===== src/isr_pkg.sv =====
// Shared types and codes for the integer set insert/remove unit.
// No dependencies; imported by every module of the unit.
package isr_pkg;

  // Request operation codes
  typedef enum logic {
    OP_INSERT = 1'b0,
    OP_REMOVE = 1'b1
  } op_e;

  // Result status codes
  typedef enum logic [2:0] {
    ST_INSERTED  = 3'd0,
    ST_DUPLICATE = 3'd1,
    ST_REMOVED   = 3'd2,
    ST_NOT_FOUND = 3'd3,
    ST_FULL      = 3'd4
  } status_e;

  // Controller states
  typedef enum logic [1:0] {
    S_IDLE,
    S_SCAN,
    S_UPDATE,
    S_FINISH
  } state_e;

  // Commands from controller to datapath
  typedef struct packed {
    logic accept;   // capture request, restart the scan
    logic scan;     // issue table reads and compare
    logic update;   // apply the request to the table
    logic load;     // move the result into the output register
  } cmd_t;

  // Status from datapath to controller
  typedef struct packed {
    logic scan_last;  // last entry is being compared this cycle
    logic out_free;   // output register can take a result this cycle
  } stat_t;

  localparam int unsigned KeyWidth   = 32;
  localparam int unsigned CountWidth = 5;

endpackage


===== src/isr_ctrl.sv =====
// Controller state machine for the integer set insert/remove unit.
// Depends on isr_pkg for state, command and status types.
module isr_ctrl import isr_pkg::*; (
  input  logic  clk_i,
  input  logic  rst_ni,
  input  logic  in_valid_i,
  output logic  in_stall_o,
  input  stat_t stat_i,
  output cmd_t  cmd_o
);

  state_e state_q, state_d;

  // State register
  always_ff @(posedge clk_i or negedge rst_ni) begin
    if (!rst_ni) begin
      state_q <= S_IDLE;
    end else begin
      state_q <= state_d;
    end
  end

  // Next state and commands
  always_comb begin
    state_d    = state_q;
    cmd_o      = '0;
    in_stall_o = 1'b1;
    unique case (state_q)
      S_IDLE: begin
        in_stall_o = 1'b0;
        if (in_valid_i) begin
          cmd_o.accept = 1'b1;
          state_d      = S_SCAN;
        end
      end
      S_SCAN: begin
        cmd_o.scan = 1'b1;
        if (stat_i.scan_last) begin
          state_d = S_UPDATE;
        end
      end
      S_UPDATE: begin
        cmd_o.update = 1'b1;
        state_d      = S_FINISH;
      end
      S_FINISH: begin
        // hold the result until the output register frees up
        if (stat_i.out_free) begin
          cmd_o.load = 1'b1;
          state_d    = S_IDLE;
        end
      end
      default: begin
        state_d = S_IDLE;
      end
    endcase
  end

endmodule


===== src/isr_dp.sv =====
// Datapath for the integer set insert/remove unit: value memory, valid
// marks, member count, linear scan and output register. Uses isr_pkg.
module isr_dp import isr_pkg::*; #(
  parameter int unsigned CAPACITY = 16
) (
  input  logic                       clk_i,
  input  logic                       rst_ni,
  input  cmd_t                       cmd_i,
  output stat_t                      stat_o,
  input  logic                       op_i,
  input  logic signed [KeyWidth-1:0] key_i,
  output logic                       out_valid_o,
  input  logic                       out_stall_i,
  output logic [2:0]                 status_o,
  output logic [CountWidth-1:0]      member_count_o
);

  localparam int unsigned IdxW = (CAPACITY > 1) ? $clog2(CAPACITY) : 1;
  localparam int unsigned CntW = $clog2(CAPACITY + 1);

  // Stored values; only valid entries are ever compared
  logic [KeyWidth-1:0] mem_q [CAPACITY];
  logic [CAPACITY-1:0] valid_q;
  logic [CntW-1:0]     count_q;

  // Captured request
  logic                op_q;
  logic [KeyWidth-1:0] key_q;

  // Scan pipeline
  logic [CntW-1:0]     issue_q;
  logic                issue_go;
  logic [IdxW-1:0]     issue_idx;
  logic [KeyWidth-1:0] rd_q;
  logic                rd_vld_q;
  logic                cmp_act_q;
  logic [IdxW-1:0]     cmp_idx_q;
  logic                hit_q;
  logic [IdxW-1:0]     hit_idx_q;
  logic                free_q;
  logic [IdxW-1:0]     free_idx_q;
  logic                cmp_hit;

  // Update outcome
  status_e             res_d;
  status_e             res_q;
  logic                mem_we;

  // Output register
  logic                out_valid_q;
  logic [2:0]          status_q;
  logic [CountWidth-1:0] count_out_q;

  assign issue_go  = cmd_i.scan && (issue_q != CntW'(CAPACITY));
  assign issue_idx = issue_q[IdxW-1:0];
  assign cmp_hit   = cmp_act_q && rd_vld_q && (rd_q == key_q);

  assign stat_o.scan_last = cmp_act_q && (cmp_idx_q == IdxW'(CAPACITY - 1));
  assign stat_o.out_free  = !out_valid_q || !out_stall_i;

  // Capture the request
  always_ff @(posedge clk_i) begin
    if (cmd_i.accept) begin
      op_q  <= op_i;
      key_q <= key_i;
    end
  end

  // Memory: one registered read, one write
  always_ff @(posedge clk_i) begin
    if (mem_we) begin
      mem_q[free_idx_q] <= key_q;
    end
    rd_q <= mem_q[issue_idx];
  end

  // Scan control: issue one address per cycle, compare in the next cycle
  always_ff @(posedge clk_i or negedge rst_ni) begin
    if (!rst_ni) begin
      issue_q    <= '0;
      cmp_act_q  <= 1'b0;
      cmp_idx_q  <= '0;
      rd_vld_q   <= 1'b0;
      hit_q      <= 1'b0;
      hit_idx_q  <= '0;
      free_q     <= 1'b0;
      free_idx_q <= '0;
    end else begin
      if (cmd_i.accept) begin
        issue_q <= '0;
        hit_q   <= 1'b0;
        free_q  <= 1'b0;
      end else if (issue_go) begin
        issue_q <= issue_q + 1'b1;
      end
      cmp_act_q <= issue_go;
      cmp_idx_q <= issue_idx;
      rd_vld_q  <= valid_q[issue_idx];
      // record the match and the lowest free entry
      if (cmp_hit && !hit_q) begin
        hit_q     <= 1'b1;
        hit_idx_q <= cmp_idx_q;
      end
      if (cmp_act_q && !rd_vld_q && !free_q) begin
        free_q     <= 1'b1;
        free_idx_q <= cmp_idx_q;
      end
    end
  end

  // Decide the outcome of the request
  always_comb begin
    mem_we = 1'b0;
    res_d  = ST_NOT_FOUND;
    if (op_e'(op_q) == OP_INSERT) begin
      if (hit_q) begin
        res_d = ST_DUPLICATE;
      end else if (free_q) begin
        res_d  = ST_INSERTED;
        mem_we = cmd_i.update;
      end else begin
        res_d = ST_FULL;
      end
    end else begin
      res_d = hit_q ? ST_REMOVED : ST_NOT_FOUND;
    end
  end

  // Apply the request to valid marks and count
  always_ff @(posedge clk_i or negedge rst_ni) begin
    if (!rst_ni) begin
      valid_q <= '0;
      count_q <= '0;
      res_q   <= ST_INSERTED;
    end else if (cmd_i.update) begin
      res_q <= res_d;
      if (res_d == ST_INSERTED) begin
        valid_q[free_idx_q] <= 1'b1;
        count_q             <= count_q + 1'b1;
      end else if (res_d == ST_REMOVED) begin
        valid_q[hit_idx_q] <= 1'b0;
        count_q            <= count_q - 1'b1;
      end
    end
  end

  // Output register: load a result, drop it once taken
  always_ff @(posedge clk_i or negedge rst_ni) begin
    if (!rst_ni) begin
      out_valid_q <= 1'b0;
    end else if (cmd_i.load) begin
      out_valid_q <= 1'b1;
    end else if (!out_stall_i) begin
      out_valid_q <= 1'b0;
    end
  end

  always_ff @(posedge clk_i) begin
    if (cmd_i.load) begin
      status_q    <= res_q;
      count_out_q <= CountWidth'(count_q);
    end
  end

  assign out_valid_o    = out_valid_q;
  assign status_o       = status_q;
  assign member_count_o = count_out_q;

  // Count tracks the valid marks
  a_count_matches: assert property (@(posedge clk_i) disable iff (!rst_ni)
    $countones(valid_q) == int'(count_q))
    else $error("member count differs from number of valid entries");

  a_count_bound: assert property (@(posedge clk_i) disable iff (!rst_ni)
    int'(count_q) <= int'(CAPACITY))
    else $error("member count above capacity");

  a_dup_keeps_count: assert property (@(posedge clk_i) disable iff (!rst_ni)
    cmd_i.update && hit_q && (op_e'(op_q) == OP_INSERT) |=> $stable(count_q))
    else $error("duplicate insert changed the count");

  a_load_only_free: assert property (@(posedge clk_i) disable iff (!rst_ni)
    cmd_i.load |-> (!out_valid_q || !out_stall_i))
    else $error("result loaded over a pending one");

endmodule


===== src/integer_set_insert_remove_unit.sv =====
// Top level of the integer set insert/remove unit.
// Joins isr_ctrl and isr_dp; uses isr_pkg.
//
// Holds up to CAPACITY distinct signed 32-bit values. Each request on the
// input channel (in_valid_i / in_stall_o, fields op_i and key_i) asks to
// insert (op 0) or remove (op 1) key_i. Each request yields one result on
// the output channel (out_valid_o / out_stall_i): status_o (inserted,
// duplicate, removed, not found, full) and member_count_o after the step.
// A transfer happens on a clock edge with valid high and stall low.
// A request walks the value memory one entry per cycle through its single
// read port. Only one request is in flight; the output register lets a new
// request be taken while the previous result still waits. If the receiver
// stalls with a result pending, the next result waits in the datapath and
// requests stop until the output register frees.
// Reset (rst_ni low, asynchronous) empties the set and the output register;
// no clearing pass is needed, since the valid marks are flip-flops.
module integer_set_insert_remove_unit import isr_pkg::*; #(
  parameter int unsigned CAPACITY = 16
) (
  input  logic                       clk_i,
  input  logic                       rst_ni,
  input  logic                       in_valid_i,
  output logic                       in_stall_o,
  input  logic                       op_i,
  input  logic signed [KeyWidth-1:0] key_i,
  output logic                       out_valid_o,
  input  logic                       out_stall_i,
  output logic [2:0]                 status_o,
  output logic [CountWidth-1:0]      member_count_o
);

  cmd_t  cmd;
  stat_t stat;

  // Sequence each request
  isr_ctrl u_ctrl (
    .clk_i      (clk_i),
    .rst_ni     (rst_ni),
    .in_valid_i (in_valid_i),
    .in_stall_o (in_stall_o),
    .stat_i     (stat),
    .cmd_o      (cmd)
  );

  // Table, scan and result
  isr_dp #(
    .CAPACITY (CAPACITY)
  ) u_dp (
    .clk_i          (clk_i),
    .rst_ni         (rst_ni),
    .cmd_i          (cmd),
    .stat_o         (stat),
    .op_i           (op_i),
    .key_i          (key_i),
    .out_valid_o    (out_valid_o),
    .out_stall_i    (out_stall_i),
    .status_o       (status_o),
    .member_count_o (member_count_o)
  );

endmodule


===== config.mk =====
export PLATFORM = sky130hd
export DESIGN_NAME = integer_set_insert_remove_unit
export DESIGN_NICKNAME = d
export VERILOG_FILES = /design/src/isr_pkg.sv /design/src/isr_ctrl.sv /design/src/isr_dp.sv /design/src/integer_set_insert_remove_unit.sv
export SDC_FILE = /design/constraint.sdc
export NUM_CORES = 1
export LEC_CHECK = 0
export ABC_AREA = 1
export BUFFER_PORTS_ARGS = -buffer_cell sky130_fd_sc_hd__buf_4
export CORE_ASPECT_RATIO = 0.5
export CORE_MARGIN = 2
export CORE_UTILIZATION = 55
export DETAILED_ROUTE_END_ITERATION = 7
export GPL_TIMING_DRIVEN = 1
export MAX_ROUTING_LAYER = met4
export PLACE_DENSITY_LB_ADDON = 0.1
export SLEW_MARGIN = 20
export SYNTH_ARGS = -nofsm -noshare
export SYNTH_HDL_FRONTEND = slang
export SYNTH_HIERARCHICAL = 1
export SYNTH_SLANG_ARGS = --single-unit

===== constraint.sdc =====
create_clock -name clk_i -period 3.8 [get_ports clk_i]
set_input_delay 0.38 -clock clk_i [delete_from_list [all_inputs] [get_ports clk_i]]
set_output_delay 0.38 -clock clk_i [all_outputs]
set_load 0.02 [all_outputs]

==> run_results.csv <==
group,metric,value,unit
worst_setup_path,r2r_end,"u_dp/mem_q[9][6]$_DFFE_PP_",
grt,grt_overflow_total,0,
synth,yosys.cell_count.top_type,"edfxtp_1",
clocking,clk_pin_slew,0.07,ns
hold_path,hold_path_depth,3,
final_layout,multi_input_gate_area,5650,um^2
synth,synth_enable_flop_cells,553,
synth,most_common_library_cells_after_synthesis,"edfxtp_1, nor2_1, nand2_1",
synth,synth_area_leader_cell,"edfxtp_1",
hold_path,hold_path.class,"in -> reg",
final_layout,antennaDiodeCount,0,
worst_setup_path,worstRegToRegCells,7,
sta,final-max-slew-violation-count,0,
route,met2_length,27500,um
route,highest_layer,"met4",
synth,ys_dominant_reg_cell,"edfxtp_1",
placement,placed_cells_incl_taps,2597,
grt,total_grt_usage,26.4,%
floorplan,die-width,305,um
final_layout,nets,2138,
synth,ys.warnings.count,6,
clocking,cts-root-to-sink-buffers,3,
grt,first_global_vias,14700,
route,drt-pass1-iter-count,5,
grt,wire_length_of_the_first_global_routing_pass,90500,um
sta,setup_viol,0,
worst_setup_path,setup.worst_path.class,"reg -> reg",
synth,ys_types,37,
route,drt_wl_total,60100,um
hold_path,hold_path_end,"u_dp/out_valid_o$_DFFE_PN0P_",
synth,area_contributors_post_synth,"edfxtp_1, dfrtp_1, nor2_1",
grt,antenna_found_initial,0,
floorplan,core_area,44900,um^2
sta,finalCriticalPeriod,2.75,ns
route,num_vias,15800,
sta,setup-tns-final,0,ns
route,post_drt_wl_per_cell,22.0,um
placement,portBuffers,46,
power,total_leakage_power,9.80,nW
floorplan,core.rowCount,55,
clocking,cts_setup_buffers,0,
synth,postSynth.asyncResetShare,7.58,%
hold_path,hold_start,"out_stall_i",
floorplan,die_h,155,um
clocking,cts_max_level,2,
final_layout,drive_gt1_share,10.1,%
sta,final_hold_slack,0.0373,ns
floorplan,floorplan.die_area,47200,um^2
placement,dp_slack,1.10,ns
route,drtIter0Drc,1680,
synth,syn-instance-count,2012,
synth,post_synth_instance_area,24900,um^2
placement,total_half_perimeter_wirelength_after_legalization_and_detailed_placement,34900,um
worst_setup_path,arrival,2.97,ns
job,drv.max_cap_violation_count,0,
final_layout,area.sequential,18500,um^2
sta,final_hold_violations,0,
route,amount_of_wire_on_met3_after_detailed_routing,4730,um
route,drcViolationCount,0,
sta,grt_setup_unrepaired,"no",
clocking,worst_skew_pair.late_latency,0.60,ns
clocking,holdBufCountCts,34,
worst_setup_path,timing.critical_path.required,4.02,ns
synth,synth.yosys.seq_area_share,74.0,%
final_layout,area_delta_synth_final,12.3,%
clocking,cts_tree,"yes",
status,run_status,"complete, no violations",
grt,grt_max_degree,143,
sta,worst_clock_skew,0.0184,ns
worst_setup_path,crit_fanout,32,
route,drt.antenna.violating_nets,0,
final_layout,finish.cell_count_without_fillers,2727,
placement,gp_congestion,0.940,
sta,timing.final.ws_setup,1.05,ns
worst_setup_path,cp-start-kind,"register",
route,route.detailed.vias_per_inst,5.78,
synth,synth_area_per_cell,12.4,um^2
sta,final_min_period_over_clock_period,72.2,%
power,powerDensity,728,nW/um^2
sta,slew_headroom,38.1,%
clocking,cts.sinks,633,
worst_setup_path,r2r_setup_slack,1.05,ns
synth,netlist.area_leader.share,66.6,%
worst_setup_path,cp_endpoint_kind,"register",
final_layout,layout.filler_cells,3432,
sta,fmaxAchievable,364,MHz
synth,ys_ff_latch,633,
synth,synth_nets,2062,
floorplan,io-pin-count,47,
clocking,cts_root_buf,"clkbuf_16",
route,m1_wl,26400,um
clocking,cts_made_buffers,53,
floorplan,start_util,55.5,%
sta,worst_pin_slew,0.929,ns
worst_setup_path,r2r-start,"u_ctrl/state_q[0]$_DFFE_PN0P_",
power,ir_worst_vdd,0.000423,V
clocking,post_cts.resized_instances,0,
## layout by cell type (no fill, tap or decap), types with 3 or more instances in the layout
cell type	synthesis	layout
clkinv_1	0	8
nor2_4	0	3
clkinv_2	0	13
buf_12	0	7
dfxtp_1	32	32
buf_4	11	82
nand2_2	5	5
o22ai_1	133	133
inv_1	104	102
nand3_2	3	3
nor3_2	1	17
nor2_1	317	315
dlygate4sd3_1	0	34
a21oi_2	8	8
nand3_1	15	15
a31oi_1	10	10
dfrtp_1	48	46
nor3_1	20	4
edfxtp_1	553	553
nand3b_1	4	4
inv_2	4	5
clkbuf_1	23	13
o21ai_1	86	86
clkbuf_16	0	55
a21oi_1	17	17
o21ai_0	198	198
nand2_1	281	281
xnor2_1	8	8
clkbuf_8	0	3
ha_1	13	13
nand4_1	37	37
## flip-flops by register name (all words and copies together) (netlist names), 2 cells and up
signal and cells:
u_dp/status_o 3, u_dp/rd_q 32, u_dp/cmp_idx_q 4, u_dp/count_q 5, u_dp/free_idx_q 4, u_dp/mem_q 512
u_ctrl/state_q 2, u_dp/hit_idx_q 4, u_dp/key_q 32, u_dp/member_count_o 5, u_dp/issue_q 5, u_dp/res_q 3
u_dp/valid_q 16
## critical path, stage by stage (launching register included)
cell and delay (ns):
dfrtp_1 0.42, inv_1 0.13, ha_1 0.31, inv_2 0.06
nor2_1 0.16, nand3_2 0.48, nor3_2 0.28, buf_4 0.48
## how the worst max path moves through the flow
stage                                   from                      endpoint  slack [ns]  depth (start not counted)
2_1_floorplan  u_ctrl/state_q[0]$_DFFE_PN0P_    u_dp/mem_q[3][0]$_DFFE_PP_       -0.14                          7
3_3_place_gp   u_ctrl/state_q[0]$_DFFE_PN0P_   u_dp/mem_q[13][7]$_DFFE_PP_        1.14                          7
3_5_place_dp   u_ctrl/state_q[0]$_DFFE_PN0P_   u_dp/mem_q[13][7]$_DFFE_PP_        1.10                          7
4_1_cts        u_ctrl/state_q[0]$_DFFE_PN0P_  u_dp/mem_q[13][29]$_DFFE_PP_        1.07                          7
5_1_grt        u_ctrl/state_q[0]$_DFFE_PN0P_  u_dp/mem_q[13][23]$_DFFE_PP_        0.91                          7
6_report       u_ctrl/state_q[0]$_DFFE_PN0P_    u_dp/mem_q[9][6]$_DFFE_PP_        1.05                          7
## power by group
part	internal (W)	switching, W
combinational	0.00187	0.00432
clock	0.00277	0.00244
sequential	0.00841	0.000556
total	0.0131	0.00732
## layout make-up
class                   instances  area share (%)
clock inverters                25           0.532
clock buffers                  71            5.24
repair buffers                123            3.92
inverters                     109            1.50
well taps                     598            2.67
flip-flops and latches        633            65.9
multi-input cells            1168            20.2
## layer usage
| layer | up-vias | GRT usage, % |
|---|---|---|
| li1 | 7351 | - |
| met2 | 559 | 40.0 |
| met5 | - | - |
| met4 | 0 | 7.05 |
| met3 | 97 | 5.08 |
| met1 | 7750 | 37.2 |
## cell families (layout without fill, tap and decap cells)
kind of cell               after synthesis  count (layout)  synth area share [%]
adders and majority gates               13              13                 0.652
buffers and inverters                  211             328                  3.74
AOI/OAI and AO/OA                      455             455                  10.0
DFF                                    633             633                  74.0
and+or+nand+nor                        691             691                  11.3
xor gates and xnor gates                 9               9                 0.316
## metrics by stage
step	instance area (um^2)	total power (W)	util, %
global placement	26000	0.0151	57.9
floorplan	24900	0.0131	-
finish	28000	0.0204	62.3
detailed placement	26000	0.0152	57.9
global route	28000	0.0214	62.3
CTS	28000	0.0204	62.3
(Power assumes the default switching activity.)
